<file path="src/fifo_with_delete_by_value_defines.svh">
// ---------------------------------------------------------------------------
// fifo_with_delete_by_value_defines.svh
// Assertion macros for the handle FIFO with delete by value.
// ---------------------------------------------------------------------------
`ifndef FIFO_WITH_DELETE_BY_VALUE_DEFINES_SVH
`define FIFO_WITH_DELETE_BY_VALUE_DEFINES_SVH

`ifndef NO_ASSERTIONS

// implication property, checked out of reset
`define FWDV_ASSERT(lbl, clk, rstn, prop, msg) \
    lbl: assert property (@(posedge clk) disable iff (!rstn) prop) else $error(msg);

// condition that must never hold
`define FWDV_NEVER(lbl, clk, rstn, cond, msg) \
    lbl: assert property (@(posedge clk) disable iff (!rstn) !(cond)) else $error(msg);

`else

`define FWDV_ASSERT(lbl, clk, rstn, prop, msg)
`define FWDV_NEVER(lbl, clk, rstn, cond, msg)

`endif

`endif

</file>
<file path="src/fwdv_pkg.sv">
// ---------------------------------------------------------------------------
// fwdv_pkg
// Shared types and constants for the handle FIFO with delete by value.
// ---------------------------------------------------------------------------
`default_nettype none

package fwdv_pkg;

    localparam int DEPTH_DEF       = 16;
    localparam int HANDLE_BITS_DEF = 32;
    localparam int VALUE_BITS      = 32;
    localparam int KIND_BITS       = 2;
    localparam int COUNT_OUT_BITS  = 5;

    localparam logic [KIND_BITS-1:0] KIND_ENQ = 2'd0;
    localparam logic [KIND_BITS-1:0] KIND_DEQ = 2'd1;
    localparam logic [KIND_BITS-1:0] KIND_DEL = 2'd2;

    localparam logic STATUS_OK  = 1'b0;
    localparam logic STATUS_ERR = 1'b1;

    typedef struct packed {
        logic [KIND_BITS-1:0]  kind;
        logic [VALUE_BITS-1:0] item_value;
    } req_t;

    typedef struct packed {
        logic                      status;
        logic [VALUE_BITS-1:0]     out_value;
        logic [COUNT_OUT_BITS-1:0] entry_count;
    } rsp_t;

endpackage

`default_nettype wire

</file>
<file path="src/fifo_with_delete_by_value.sv">
// ---------------------------------------------------------------------------
// fifo_with_delete_by_value
// FIFO of nonzero handles with enqueue, dequeue and delete of the first
// matching handle; one result per request.
// ---------------------------------------------------------------------------
// One request is worked at a time; req_stall is high from acceptance until
// the result has been loaded into the output register. Enqueue and any error
// found at acceptance go from acceptance straight to the output state;
// dequeue first passes S_DEQ. Delete walks the store through its single
// read port: each entry is read and compared up to and including the match,
// then each later entry is read and written one slot toward the head.
// A result waiting in the output register does not block acceptance of the
// next request, but that request's result is held (with req_stall high) until
// the waiting transfer completes.
`default_nettype none

`include "fifo_with_delete_by_value_defines.svh"

module fifo_with_delete_by_value
    import fwdv_pkg::*;
#(
    parameter int DEPTH       = DEPTH_DEF,
    parameter int HANDLE_BITS = HANDLE_BITS_DEF
)
(
    input  wire logic clk,
    input  wire logic rst_n,
    input  wire logic req_valid,
    output logic      req_stall,
    input  wire req_t req,
    output logic      rsp_valid,
    input  wire logic rsp_stall,
    output rsp_t      rsp
);

    localparam int IW = $clog2(DEPTH);
    localparam int CW = $clog2(DEPTH + 1);

    typedef enum logic [2:0] {
        S_IDLE,
        S_DEQ,
        S_SCAN_RD,
        S_SCAN_CMP,
        S_SHIFT_RD,
        S_SHIFT_WR,
        S_OUT
    } state_t;

    state_t                 state_reg, state_next;
    logic [CW-1:0]          count_reg, count_next;
    logic [IW-1:0]          head_reg, head_next;
    logic [CW-1:0]          idx_reg, idx_next;
    logic [HANDLE_BITS-1:0] h_reg, h_next;
    rsp_t                   pend_reg, pend_next;
    logic                   rsp_valid_reg, rsp_valid_next;
    rsp_t                   rsp_reg, rsp_next;

    // shared slot unit: (head + offset) mod DEPTH
    logic [CW-1:0]          off;
    logic [CW:0]            slot_sum;
    logic [IW-1:0]          slot;

    logic                   we;
    logic [HANDLE_BITS-1:0] wdata;
    logic [HANDLE_BITS-1:0] rdata;
    logic [HANDLE_BITS-1:0] req_h;
    logic                   empty;
    logic                   full;
    logic [CW-1:0]          idx_inc;

    function automatic rsp_t mk_rsp(input logic st, input logic [VALUE_BITS-1:0] v,
                                    input logic [CW-1:0] c);
        rsp_t r;
        r.status      = st;
        r.out_value   = v;
        r.entry_count = COUNT_OUT_BITS'(c);
        return r;
    endfunction

    fwdv_ram #(
        .DEPTH       (DEPTH),
        .HANDLE_BITS (HANDLE_BITS)
    ) u_ram (
        .clk   (clk),
        .we    (we),
        .waddr (slot),
        .wdata (wdata),
        .raddr (slot),
        .rdata (rdata)
    );

    assign req_h   = HANDLE_BITS'(req.item_value);
    assign empty   = (count_reg == '0);
    assign full    = (count_reg == CW'(DEPTH));
    assign idx_inc = idx_reg + CW'(1);

    always_comb
    begin
        unique case (state_reg)
            S_IDLE:     off = (req.kind == KIND_ENQ) ? count_reg : '0;
            S_DEQ:      off = CW'(1);
            S_SHIFT_RD: off = idx_inc;
            default:    off = idx_reg;
        endcase
    end

    assign slot_sum = (CW+1)'(head_reg) + (CW+1)'(off);
    assign slot     = (slot_sum >= (CW+1)'(DEPTH)) ? IW'(slot_sum - (CW+1)'(DEPTH))
                                                   : IW'(slot_sum);

    always_comb
    begin
        state_next     = state_reg;
        count_next     = count_reg;
        head_next      = head_reg;
        idx_next       = idx_reg;
        h_next         = h_reg;
        pend_next      = pend_reg;
        rsp_valid_next = rsp_valid_reg;
        rsp_next       = rsp_reg;
        we             = 1'b0;
        wdata          = h_reg;

        if (rsp_valid_reg && !rsp_stall)
        begin
            rsp_valid_next = 1'b0;
        end

        unique case (state_reg)
            S_IDLE:
            begin
                if (req_valid)
                begin
                    h_next     = req_h;
                    idx_next   = '0;
                    state_next = S_OUT;
                    pend_next  = mk_rsp(STATUS_ERR, '0, count_reg);
                    case (req.kind)
                        KIND_ENQ:
                        begin
                            if (req_h != '0 && !full)
                            begin
                                we         = 1'b1;
                                wdata      = req_h;
                                count_next = count_reg + CW'(1);
                                pend_next  = mk_rsp(STATUS_OK, '0, count_reg + CW'(1));
                            end
                        end
                        KIND_DEQ:
                        begin
                            if (!empty)
                            begin
                                state_next = S_DEQ;
                            end
                        end
                        KIND_DEL:
                        begin
                            // read of the oldest slot is already issued
                            if (!empty && req_h != '0)
                            begin
                                state_next = S_SCAN_CMP;
                            end
                        end
                        default:
                        begin
                        end
                    endcase
                end
            end
            S_DEQ:
            begin
                head_next  = slot;
                count_next = count_reg - CW'(1);
                pend_next  = mk_rsp(STATUS_OK, VALUE_BITS'(rdata), count_reg - CW'(1));
                state_next = S_OUT;
            end
            S_SCAN_RD:
            begin
                state_next = S_SCAN_CMP;
            end
            S_SCAN_CMP:
            begin
                if (rdata == h_reg)
                begin
                    if (idx_inc < count_reg)
                    begin
                        state_next = S_SHIFT_RD;
                    end
                    else
                    begin
                        count_next = count_reg - CW'(1);
                        if (count_reg == CW'(1))
                        begin
                            head_next = '0;
                        end
                        pend_next  = mk_rsp(STATUS_OK, '0, count_reg - CW'(1));
                        state_next = S_OUT;
                    end
                end
                else if (idx_inc < count_reg)
                begin
                    idx_next   = idx_inc;
                    state_next = S_SCAN_RD;
                end
                else
                begin
                    pend_next  = mk_rsp(STATUS_ERR, '0, count_reg);
                    state_next = S_OUT;
                end
            end
            S_SHIFT_RD:
            begin
                state_next = S_SHIFT_WR;
            end
            S_SHIFT_WR:
            begin
                we       = 1'b1;
                wdata    = rdata;
                idx_next = idx_inc;
                if (idx_inc + CW'(1) < count_reg)
                begin
                    state_next = S_SHIFT_RD;
                end
                else
                begin
                    // the match was never the only entry here
                    count_next = count_reg - CW'(1);
                    pend_next  = mk_rsp(STATUS_OK, '0, count_reg - CW'(1));
                    state_next = S_OUT;
                end
            end
            S_OUT:
            begin
                if (!rsp_valid_reg || !rsp_stall)
                begin
                    rsp_valid_next = 1'b1;
                    rsp_next       = pend_reg;
                    state_next     = S_IDLE;
                end
            end
            default:
            begin
                state_next = S_IDLE;
            end
        endcase
    end

    always_ff @(posedge clk or negedge rst_n)
    begin
        if (!rst_n)
        begin
            state_reg     <= S_IDLE;
            count_reg     <= '0;
            head_reg      <= '0;
            rsp_valid_reg <= 1'b0;
        end
        else
        begin
            state_reg     <= state_next;
            count_reg     <= count_next;
            head_reg      <= head_next;
            rsp_valid_reg <= rsp_valid_next;
        end
    end

    always_ff @(posedge clk)
    begin
        idx_reg  <= idx_next;
        h_reg    <= h_next;
        pend_reg <= pend_next;
        rsp_reg  <= rsp_next;
    end

    assign req_stall = (state_reg != S_IDLE);
    assign rsp_valid = rsp_valid_reg;
    assign rsp       = rsp_reg;

    `FWDV_NEVER(a_count_range, clk, rst_n, count_reg > CW'(DEPTH), "entry count above depth")
    `FWDV_ASSERT(a_err_zero_value, clk, rst_n,
                 (rsp_valid && rsp.status == STATUS_ERR) |-> (rsp.out_value == '0),
                 "error result carries a value")
    `FWDV_ASSERT(a_count_step, clk, rst_n,
                 !$stable(count_reg) |-> (count_reg == $past(count_reg) + CW'(1) ||
                                          count_reg + CW'(1) == $past(count_reg)),
                 "entry count moved by more than one")
    `FWDV_ASSERT(a_one_result, clk, rst_n,
                 (state_reg == S_OUT && state_next == S_IDLE) |=> rsp_valid,
                 "loaded result not presented")

endmodule

`default_nettype wire

</file>
<file path="src/fwdv_ram.sv">
// ---------------------------------------------------------------------------
// fwdv_ram
// Handle store: one write port, one read port, registered read data.
// ---------------------------------------------------------------------------
`default_nettype none

module fwdv_ram
    import fwdv_pkg::*;
#(
    parameter int DEPTH       = DEPTH_DEF,
    parameter int HANDLE_BITS = HANDLE_BITS_DEF,
    localparam int IW         = $clog2(DEPTH)
)
(
    input  wire logic                   clk,
    input  wire logic                   we,
    input  wire logic [IW-1:0]          waddr,
    input  wire logic [HANDLE_BITS-1:0] wdata,
    input  wire logic [IW-1:0]          raddr,
    output logic      [HANDLE_BITS-1:0] rdata
);

    logic [HANDLE_BITS-1:0] mem [DEPTH];

    always_ff @(posedge clk)
    begin
        if (we)
        begin
            mem[waddr] <= wdata;
        end
        rdata <= mem[raddr];
    end

endmodule

`default_nettype wire

</file>
<file path="config.mk">
export PLATFORM = sky130hd
export DESIGN_NAME = fifo_with_delete_by_value
export DESIGN_NICKNAME = d
export VERILOG_FILES = /design/src/fwdv_pkg.sv /design/src/fifo_with_delete_by_value.sv /design/src/fwdv_ram.sv
export VERILOG_INCLUDE_DIRS = /design/src /design/src/src
export SDC_FILE = /design/constraint.sdc
export NUM_CORES = 1
export LEC_CHECK = 0
export ABC_AREA = 1
export BUFFER_PORTS_ARGS = -buffer_cell sky130_fd_sc_hd__buf_2
export CAP_MARGIN = 25
export CORE_MARGIN = 4
export CORE_UTILIZATION = 50
export CTS_CLUSTER_DIAMETER = 40
export DETAILED_ROUTE_END_ITERATION = 10
export PLACE_DENSITY = 0.66
export SKIP_CTS_REPAIR_TIMING = 1
export SYNTH_ARGS = -nofsm -noshare
export SYNTH_HDL_FRONTEND = slang
export SYNTH_SLANG_ARGS = --single-unit
</file>
<file path="constraint.sdc">
create_clock -name clk -period 7.7 [get_ports clk]
set_clock_uncertainty 0.05 [all_clocks]
set_input_delay 0 -clock clk [delete_from_list [all_inputs] [get_ports clk]]
set_output_delay 0 -clock clk [all_outputs]
set_load 0.01 [all_outputs]
</file>
# Word level (Yosys, flattened, before mapping)
# Memory sizes are Yosys's and may differ from the RTL's. A register that Yosys moved wholly into a read port is not among the register bits.
# Cells that the tools add are included.
[word_totals]
regBits = 126
mem_bits_rw = 512
inputBits = 38
output_inout_bits = 40
elab_cells = 115
memories = 1
[op_classes]
add_sub_neg = 6
magnitude_cmp = 3
n_eq_ne = 21
n_mux = 49
reduce_logical = 23
[mem_list]
columns = ["name", "depth", "word_bits", "read_ports", "rd_ports_with_merged_regs", "write_ports", "line_no", "text"]
rows = [
  ["u_ram.mem", 16, 32, 1, 1, 1, "fwdv_ram.sv:23", "logic [HANDLE_BITS-1:0] mem [DEPTH];"],
]
[op_table]
columns = ["op", "count"]
rows = [
  ["38-bit 2-to-1 mux", 7],
  ["38-bit case mux with 4 select lines", 1],
  ["32-bit 2-to-1 mux", 3],
  ["32-bit case mux with 2 select lines", 1],
  ["5-bit 2-to-1 mux", 10],
  ["32-bit equality test", 1],
  ["32-bit nonzero test", 1],
  ["5-bit case mux with 3 select lines", 2],
  ["3-bit case mux with 7 select lines", 1],
  ["2-bit inequality test (second input constant)", 10],
  ["5-bit case mux with 4 select lines", 1],
  ["3-bit 2-to-1 mux", 6],
  ["4-bit 2-to-1 mux", 4],
  ["5-bit by 1-bit adder with 5-bit output (second input constant)", 3],
  ["4-bit AND reduction", 3],
  ["5-bit less-than comparator", 2],
  ["3-bit equality test (second input constant)", 3],
  ["1-bit 2-to-1 mux", 8],
  ["4-bit case mux with 2 select lines", 1],
  ["7-bit AND reduction", 1],
  ["4-bit by 5-bit adder with 6-bit output", 1],
  ["3-bit by 2-bit equality test with 1-bit output (second input constant)", 2],
  ["6-bit by 5-bit greater-or-equal comparator with 1-bit output (second input constant)", 1],
  ["3-bit case mux with 2 select lines", 1],
  ["other kinds (19)", 28],
]

# Longest topological paths before layout
# Gate-level depths: netlist (run 1).
[logic_depth]
word_depth = 9
depth_mapped = 19
mapped_depth_nobuf = 18

# By module
# Synthesis (run 1) repeated with hierarchy kept, for this count alone.
[unflattened]
hier_cells = 2809
area_unflattened_um2 = 29284.3
[by_module_without_submodules]
columns = ["mod", "instances", "cells_per_inst", "area_each_um2", "seq_area_each_um2"]
rows = [
  ["fwdv_ram", 1, 2120, 22730.6, 16015.4],
  ["fifo_with_delete_by_value", 1, 689, 6553.8, 3718.6],
]

# Worst setup path after synthesis (run 1)
# Ideal clock, no wire load.
[synth_path]
path_kind = "register -> register"
startpoint = "register idx_reg[0]"
endpoint = "register pend_reg[0] (netlist name) (enable)"
setup_ns = 0.480
t_arrival_ns = 4.499
t_required_ns = 7.170
slack_ns = 2.671
stages_incl_launch_ff = 13
n_path_buf = 0
cell_sequence = "edfxtp_1 -> ha_1 -> xor2_1 -> nand3_1 -> xnor2_1 -> inv_1 -> ha_1 -> nand2_1 -> inv_1 -> o21ai_0 -> nand3_1 -> o22ai_1 -> nor3_1"
[synth_via]
elab_chain_cells = 5
[synth_rtl]
columns = ["element", "line_no", "text"]
rows = [
  ["start, declared", "fifo_with_delete_by_value.sv:52", "logic [CW-1:0] idx_reg, idx_next;"],
  ["start signal, assigned", "fifo_with_delete_by_value.sv:268", "idx_reg <= idx_next;"],
  ["5-bit by 1-bit adder with 5-bit output *", "fifo_with_delete_by_value.sv:95", "assign idx_inc = idx_reg + CW'(1);"],
  ["5-bit by 1-bit adder with 5-bit output", "fifo_with_delete_by_value.sv:220", "if (idx_inc + CW'(1) < count_reg)"],
  ["5-bit less-than comparator", "fifo_with_delete_by_value.sv:220", ""],
  ["2-bit inequality test (no line)", "-", ""],
  ["4-bit AND reduction (no line) *", "-", ""],
  ["end signal, assigned", "fifo_with_delete_by_value.sv:270", "pend_reg <= pend_next;"],
  ["end, declared", "fifo_with_delete_by_value.sv:54", "rsp_t pend_reg, pend_next;"],
]
# Mark *: on every way between the ends. The rest lies on a longest branch, timed or not.
# A chain may end at the register's enable or synchronous reset.

# Worst setup path after layout (run 1)
[layout_path]
startpoint = "register idx_reg[0]"
endpoint = "memory u_ram.mem[1][21] (netlist name) (enable)"
[layout_via]
elab_chain_cells = 5
[layout_rtl]
columns = ["element", "line_no", "text"]
rows = [
  ["5-bit by 1-bit adder with 5-bit output", "fifo_with_delete_by_value.sv:95", ""],
  ["5-bit case mux with 3 select lines *", "fifo_with_delete_by_value.sv:99", "unique case (state_reg)"],
  ["4-bit by 5-bit adder with 6-bit output *", "fifo_with_delete_by_value.sv:107", "assign slot_sum = (CW+1)'(head_reg) + (CW+1)'(off);"],
  ["6-bit by 5-bit greater-or-equal comparator with 1-bit output / 4-bit by 1-bit subtractor with 4-bit output (equally long branches)", "fifo_with_delete_by_value.sv:108", "assign slot = (slot_sum >= (CW+1)'(DEPTH)) ? IW'(slot_sum - (CW+1)'(DEPTH))"],
  ["4-bit 2-to-1 mux *", "fifo_with_delete_by_value.sv:108", ""],
  ["end, declared", "fwdv_ram.sv:23", ""],
]
# Marks and branches as above.

==> results of run 1 <==
## per-stage QoR
step	instance area (um^2)	hold slack (ns)	utilization	setup WS [ns]
global route	31100	0.0657	0.601	2.47
CTS	30600	-0.764	0.591	2.83
floorplan	26300	-0.346	-	2.67
finish	31100	0.0689	0.601	2.80
global placement	27600	-0.127	0.534	2.91
detailed placement	27800	-0.126	0.537	2.84
## final timing paths
check	startpoint	endpoint	slack, ns	cells after the start
setup / recovery	idx_reg[0]	u_ram.mem[1][21]	2.80	17
hold / removal	req[26]	h_reg[26]	0.07	2
max in group asynchronous	rst_n	head_reg[2]	6.68	3
min in group asynchronous	rst_n	count_reg[2]	0.47	3
setup reg to reg	idx_reg[0]	u_ram.mem[1][21]	2.80	17
hold reg to reg	pend_reg[0]	rsp[0]	0.36	0
## logic make-up after synthesis
group	after synthesis	synth area share
DFF	670	0.751
and+or+nand+nor	536	0.0818
adders and majority gates	22	0.0108
AOI/OAI and AO/OA	435	0.111
xor gates and xnor gates	32	0.0107
buffers and inverters	223	0.0349
## critical path: stages (launching register included)
cell	delay, ns
edfxtp_1	0.50
ha_1	0.27
xor2_1	0.28
inv_1	0.11
o221ai_1	0.19
o21ai_0	0.13
inv_1	0.07
ha_1	0.29
a21oi_1	0.16
nand2_1	0.08
xnor2_1	0.13
inv_1	0.07
nand2_1	0.16
nand2_8	0.21
inv_6	0.42
nand2_1	0.36
nor2_4	0.64
buf_4	0.41
## final cells by class
class	count	area, um^2	area share
Inverter	133	507	0.0163
Clock buffer	103	2270	0.0730
Timing Repair Buffer	177	1370	0.0441
Multi-Input combinational cell	1025	5810	0.187
Clock inverter	53	534	0.0172
Tap cell	680	851	0.0274
Sequential cell	670	19700	0.635
## per-layer routing
layer	vias up	global-route usage	wire length, um
met4	0	0.0715	1320
li1	7424	-	-
met1	8071	0.314	26800
met3	96	0.0526	5800
met5	-	0	0
met2	675	0.340	29300
## cells in the final DEF (no fill, tap or decap), types with 20 or more instances in the layout
master / synthesis / final
edfxtp_1: 625 / 625
nand2_1: 385 / 385
a22oi_1: 186 / 186
inv_1: 128 / 126
clkbuf_16: 0 / 87
a31oi_1: 85 / 85
nor2_1: 98 / 77
buf_2: 18 / 77
buf_4: 3 / 49
o21ai_0: 54 / 40
a21oi_1: 40 / 40
dlygate4sd3_1: 0 / 39
o21ai_1: 22 / 36
dfxtp_1: 32 / 32
o21ai_2: 31 / 31
nand3_1: 26 / 26
xnor2_1: 23 / 23
ha_1: 21 / 21
nor2_4: 0 / 20
==> reports/results.tsv, run 1 <==
metric	value	unit
root_buffer	clkbuf_16	
critPathCaptureType	register	
fmax	204	MHz
fin_cells	2841	
status	finished, final reports clean	
grt-ovfl-total	0	
firstDrtPassIters	5	
critical_path_class	reg -> reg	
drc_errors	0	
num_vias	16300	
synth_edf_count	625	
synthFlopType	edfxtp_1	
wire_per_inst	22.2	um
crit_arrival	5.14	ns
die_area	0.0563	mm^2
die_h	237	um
row_count	83	
ys_top_cells_by_count	edfxtp_1 (625), nand2_1 (385), a22oi_1 (186)	
dpl.hpwl	37.4	mm
die_w	237	um
synth-seq-area-share	0.751	
synth_nets	1978	
place_inst	2639	
start_util	0.508	
port_buffers	77	
antenna_cells	0	
synth_top_area_frac	0.714	
worst_pin_slew	1.06	ns
syn_inst	1918	
setup_tns	0	ns
tritoncts	done	
final_nets	2151	
drt_first_iter_violations	1790	
final_hold_viol_count	0	
avgSynthCellArea	13.7	um^2
gp_congestion	0.861	
largest_reg_flops	512	
area.growth.synth_to_final	18.2	%
wl	63.2	mm
report.final.slew_viol_count	0	
crit_fanout	36	
worst_ep_required_time	7.94	ns
synth_area_leaders	edfxtp_1 (71%), nand2_1 (5.5%), a22oi_1 (5.3%)	
yosys.area.top_type	edfxtp_1	
postRouteAntennaNets	0	
finalCritPeriodShare	0.636	
yosysUniqueCellTypes	42	
core_area	0.0517	mm^2
setup_violations	0	
h-tree-depth	3	
synth.most_common_cell	edfxtp_1	
fin_crit	4.90	ns
grt_setup_unrepaired	no	
gr-usage-all-layers	0.220	
synthArstFlopShare	0.0194	
yosys_warnings	0	
critPathLaunchType	register	
synth_area	0.0263	mm^2
grt_pass1_vias	16200	
maxCapViolCount	0	
fillCellCount	3843	
maxSlewHeadroom	0.292	
grt_max_degree	86	
grt_pass1_wl	95.9	mm
clk_pin_slew_worst_paths	0.06	ns
cts_sinks	670	
synth-seq-cells	670	
io_pins	78	
clk_path_buf_depth	3	
viasPerCell	5.73	
drive_gt1_frac	0.162	
clock_latency	0.62	ns
antenna_found_initial	1	
numCtsBuffers	84	
min_path_type	in -> reg	
Power of run 1 is not shown: default switching activity piles up to over one toggle a cycle in this logic, so the estimate is an artifact.
==> run 2, diff against run 1 <==
clock period = 4.55 ns   (was 7.7 ns; I/O delays follow)
==> run 2 against run 1 <==
Compared with the run above: via count is 0.98% higher; count of clock-buffer cells in the layout is 10 lower; critical path depth is 1 lower; hold slack better by 0.022 ns; utilization hardly changed; final cell count is 0.18% higher; routed wire length is 2.7% higher; flip-flop and latch count stayed put; register-to-register slack worse by 2.2 ns; critical path type unchanged; largest cell class unchanged; highest routed layer unchanged.
==> reports/results.tsv, run 2 (synthesized netlist as in run 1, its figures left out) <==
metric	value	unit	change
status	finished, final reports clean		
h-tree-depth	3		unchanged
min_path_type	in -> reg		
setup_tns	0	ns	unchanged
ff2ff_setup_slack	0.61	ns	-2.19 ns
numCtsBuffers	74		-12%
drc_errors	0		unchanged
tritoncts	done		
grt_setup_unrepaired	no		
r2r_start	idx_reg[0]		
critPathLaunchType	register		
grt_max_degree	95		+10%
cts_sinks	670		unchanged
wl	64.9	mm	+2.7%
gp_congestion	0.866		+0.64%
crit_arrival	4.19	ns	-0.95 ns
drive_gt1_frac	0.164		+0.00193
slowest_delay	0.51	ns	-0.13 ns
postRouteAntennaNets	0		unchanged
drt_first_iter_violations	1604		-10%
crit_fanout	15		-58%
root_buffer	clkbuf_16		
finalCritPeriodShare	0.865		+0.229
antenna_found_initial	0		-1
place_ws	0.656	ns	-2.18 ns
gr-usage-all-layers	0.226		+0.00595
maxCapViolCount	0		unchanged
fillCellCount	3810		-0.86%
ff_latch_area	0.0197	mm^2	unchanged
grt-ovfl-total	0		unchanged
fmax	254	MHz	+24%
clock_latency	0.60	ns	-0.02 ns
firstDrtPassIters	6		+1
worst_pin_slew	1.00	ns	-0.0603 ns
viasPerCell	5.77		+0.80%
report.final.slew_viol_count	0		unchanged
final_hold_viol_count	0		unchanged
clk_path_buf_depth	3		unchanged
die_h	237	um	unchanged
io_pins	78		unchanged
layout.cells.most_common	edfxtp_1		
start_util	0.508		unchanged
dpl.hpwl	38.7	mm	+3.3%
fin_crit	3.94	ns	-0.963 ns
core_area	0.0517	mm^2	unchanged
wire_per_inst	22.8	um	+2.5%
multi_input_area	0.00582	mm^2	+0.11%
critical_path_class	reg -> reg		
layout_setup_ws	0.612	ns	-2.19 ns
final_nets	2167		+0.74%
num_vias	16400		+0.98%
holdCritStartpoint	req[27]		
largest_reg_flops	512		unchanged
worst_ep_required_time	4.80	ns	-3.14 ns
area.growth.synth_to_final	18.2	%	about the same
crit_chain	ha_1 -> xor2_1 -> inv_1 -> o221ai_1 -> o21ai_0 -> inv_1 -> ha_1 -> a21oi_1 -> nand2_1 -> xnor2_1 -> inv_1 -> or2_4 -> nand2_8 -> nand2_1 -> nor2_4 -> buf_12		
setup_violations	0		unchanged
die_w	237	um	unchanged
cp_common_cell	inv_1		
crit_start	idx_reg[0]		
row_count	83		unchanged
crit_slowest_cell	edfxtp_1		
port_buffers	77		unchanged
grt_pass1_wl	97.8	mm	+2.1%
crit_buf_inv	4		-1
clk_pin_slew_worst_paths	0.06	ns	about the same
grt_pass1_vias	16400		+1.2%
maxSlewHeadroom	0.331		+0.0386
antenna_cells	0		unchanged
die_area	0.0563	mm^2	unchanged
layout_common_cells	edfxtp_1 (625), nand2_1 (385), a22oi_1 (186)		
critPathCaptureType	register		
cpLargestDelayFamily	simple AND/OR/NAND/NOR gates		
[run 2: cell type report]
type,instances,share of cell area
inverters,133,0.0163
clock buffers,93,0.0652
repair buffers,203,0.0509
flip-flops and latches,670,0.635
clock inverters,42,0.0177
multi-input cells,1025,0.187
well taps,680,0.0274
[run 2: path summary, 6_finish.rpt]
check | cells past startpoint | endpoint
worst min register to register | 0 | rsp[34]
worst min-delay path | 2 | h_reg[27]
max in group asynchronous | 3 | state_reg[2]
worst max-delay path | 16 | u_ram.mem[12][18]
worst max register to register | 16 | u_ram.mem[12][18]
min in group asynchronous | 3 | count_reg[4]
[run 2: metal layers]
metal	share of wire	global-route usage
met5	0	0
met4	0.026	0.0745
met3	0.081	0.0404
met2	0.48	0.368
met1	0.41	0.315
[run 2: stage by stage]
step | hold slack (ns) | utilization | area (um^2) | cells
floorplan | -0.346 | - | 26300 | 1918
global route | 0.102 | 0.601 | 31100 | 2846
finish | 0.0908 | 0.601 | 31100 | 2846
CTS | -0.749 | 0.593 | 30700 | 2806
global placement | -0.125 | 0.543 | 28100 | 2670
detailed placement | -0.113 | 0.543 | 28100 | 2671
Power of run 2 is left out for the same reason.
==> run 3, diff against run 2 <==
SYNTH_HIERARCHICAL = 1   (was default)
==> run 3 against run 2 <==
Compared with the run above: final cell count grew 34%; flip-flop and latch count did not move; synthesized cell count increased by 46%; register-to-register slack worse by 0.35 ns; worst setup slack got worse by 0.35 ns; global-route usage hardly changed; design area rose by 10%; critical path depth rose by 3; highest routed layer unchanged.
==> reports/results.tsv, run 3 <==
metric	value	unit	change
min_path_type	in -> reg		
report.final.slew_viol_count	0		unchanged
largest_reg_flops	512		unchanged
clk_path_buf_depth	3		unchanged
synth_top_area_frac	0.641		-0.0731
synth-seq-area-share	0.674		-0.0769
synthArstFlopShare	0.0194		unchanged
grt_pass1_wl	111	mm	+14%
slowest_delay	0.50	ns	about the same
antenna_cells	0		unchanged
wire_per_inst	18.9	um	-17%
final_nets	3036		+40%
dpl.hpwl	43.8	mm	+13%
maxCapViolCount	0		unchanged
synth_nets	2869		+45%
crit_arrival	4.51	ns	+0.32 ns
fmax	233	MHz	-8.1%
wl	72.1	mm	+11%
setup_tns	0	ns	unchanged
root_buffer	clkbuf_16		
holdCritStartpoint	req[33]		
start_util	0.507		-0.00165
drive_gt1_frac	0.122		-0.0422
die_area	0.0625	mm^2	+11%
finalCritPeriodShare	0.941		+0.0760
area.growth.synth_to_final	16.7	%	
core_area	0.0578	mm^2	+12%
synthFlopType	edfxtp_1		
cts_sinks	670		unchanged
synth-seq-cells	670		unchanged
cpLargestDelayFamily	buffers and inverters		
crit_slowest_cell	edfxtp_1		
worst_ep_required_time	4.78	ns	-0.02 ns
synth_edf_count	625		unchanged
synth.most_common_cell	nand2_1		
critPathCaptureType	register		
die_w	250	um	+5.4%
crit_fanout	21		+6
setup_violations	0		unchanged
use_met2	0.362		-0.00547
synth_area	0.0293	mm^2	+11%
status	finished, final reports clean		
final_hold_viol_count	0		unchanged
worst_pin_slew	1.01	ns	+0.00908 ns
postRouteAntennaNets	0		unchanged
crit_buf_inv	7		+3
layout.cells.most_common	nand2_1		
final_util	0.591		-0.00972
ys_top_cells_by_count	nand2_1 (793), edfxtp_1 (625), inv_1 (480)		
critPathLaunchType	register		
drt_first_iter_violations	2123		+32%
critical_path_class	reg -> reg		
crit_start	idx_reg[0]		
avgSynthCellArea	10.4	um^2	-24%
clock_latency	0.63	ns	+0.03 ns
grt_setup_unrepaired	no		
numCtsBuffers	85		+15%
port_buffers	77		unchanged
gr-usage-all-layers	0.227		+0.000479
h-tree-depth	3		unchanged
layout_setup_ws	0.266	ns	-0.346 ns
row_count	88		+6.0%
firstDrtPassIters	5		-1
drc_errors	0		unchanged
fin_crit	4.28	ns	+0.346 ns
gp_congestion	0.860		-0.66%
r2r_start	idx_reg[0]		
grt_max_degree	116		+22%
yosysUniqueCellTypes	42		unchanged
clk_pin_slew_worst_paths	0.06	ns	about the same
gr-max-usage-layer	met2		
grt-ovfl-total	0		unchanged
place_ws	0.138	ns	-0.519 ns
num_vias	20000		+22%
maxSlewHeadroom	0.325		-0.00607
cp_common_cell	inv_1		
die_h	250	um	+5.4%
yosys_warnings	6		+6
crit_chain	ha_1 -> xor2_1 -> inv_1 -> o21ai_0 -> o22ai_1 -> inv_1 -> ha_1 -> inv_1 -> nor2_1 -> nor2_1 -> xor2_1 -> inv_1 -> xor2_2 -> inv_1 -> buf_4 -> nor2_1 -> nand2_1 -> nor2_4 -> buf_4		
grtUsageMet1	0.321		+0.00610
grt_pass1_vias	19300		+18%
use_met3	0.0371		-0.00328
tritoncts	done		
syn_inst	2809		+46%
yosys.area.top_type	edfxtp_1		
antenna_found_initial	2		+2
io_pins	78		unchanged
synth_area_leaders	edfxtp_1 (64%), nand2_1 (10%), nand3_1 (6.9%)		
viasPerCell	5.24		-9.1%
layout_common_cells	nand2_1 (793), edfxtp_1 (625), inv_1 (479)		
==> run 3: through the flow <==
| step | area (um^2) | hold WS, ns | cells |
|---|---|---|---|
| 2_1_floorplan | 29300 | -0.346 | 2809 |
| 3_3_place_gp | 30700 | -0.131 | 3605 |
| 3_5_place_dp | 30800 | -0.126 | 3612 |
| 4_1_cts | 33700 | -0.795 | 3772 |
| 5_1_grt | 34200 | 0.0772 | 3814 |
| 6_report | 34200 | 0.0361 | 3814 |
==> run 3: kinds of logic (layout without fill, tap and decap cells) <==
logic type	count (synthesis)	after routing	share of synthesized area
simple gates	1369	1369	0.198
compound gates	96	96	0.0175
flops	670	670	0.674
fa+ha+maj	22	22	0.00966
xor+xnor	34	34	0.0102
buf+inv	618	858	0.0911
==> run 3: worst min-delay path: cells and delay by family <==
family	cells	cell delay [ns]
compound gates	2	0.27
fa+ha+maj	1	0.15
simple gates	1	0.09
buf+inv	2	0.15
==> run 3: final cells by class <==
cell class | count | area (um^2)
Clock buffer | 93 | 2170
Clock inverter | 67 | 797
Fill cell | 4659 | 23600
Inverter | 500 | 1880
Multi-Input combinational cell | 1521 | 7080
Sequential cell | 670 | 19700
Tap cell | 765 | 957
Timing Repair Buffer | 198 | 1540
==> run 3: final timing paths <==
| path | to | slack (ns) | cells after the start |
|---|---|---|---|
| worst min-delay path | state_reg[0] | 0.04 | 6 |
| worst max register to register | u_ram/mem[3][16] | 0.27 | 19 |
| max in group asynchronous | count_reg[4] | 3.55 | 3 |
| worst min register to register | rsp[22] | 0.37 | 0 |
| worst max-delay path | u_ram/mem[3][16] | 0.27 | 19 |
| min in group asynchronous | count_reg[2] | 0.44 | 3 |
==> run 3: layer usage <==
| layer | routed length [um] | share of wire |
|---|---|---|
| met2 | 33600 | 0.47 |
| met4 | 1970 | 0.027 |
| met5 | 0 | 0 |
| met1 | 30800 | 0.43 |
| met3 | 5610 | 0.078 |
Power of run 3 is left out for the same reason.
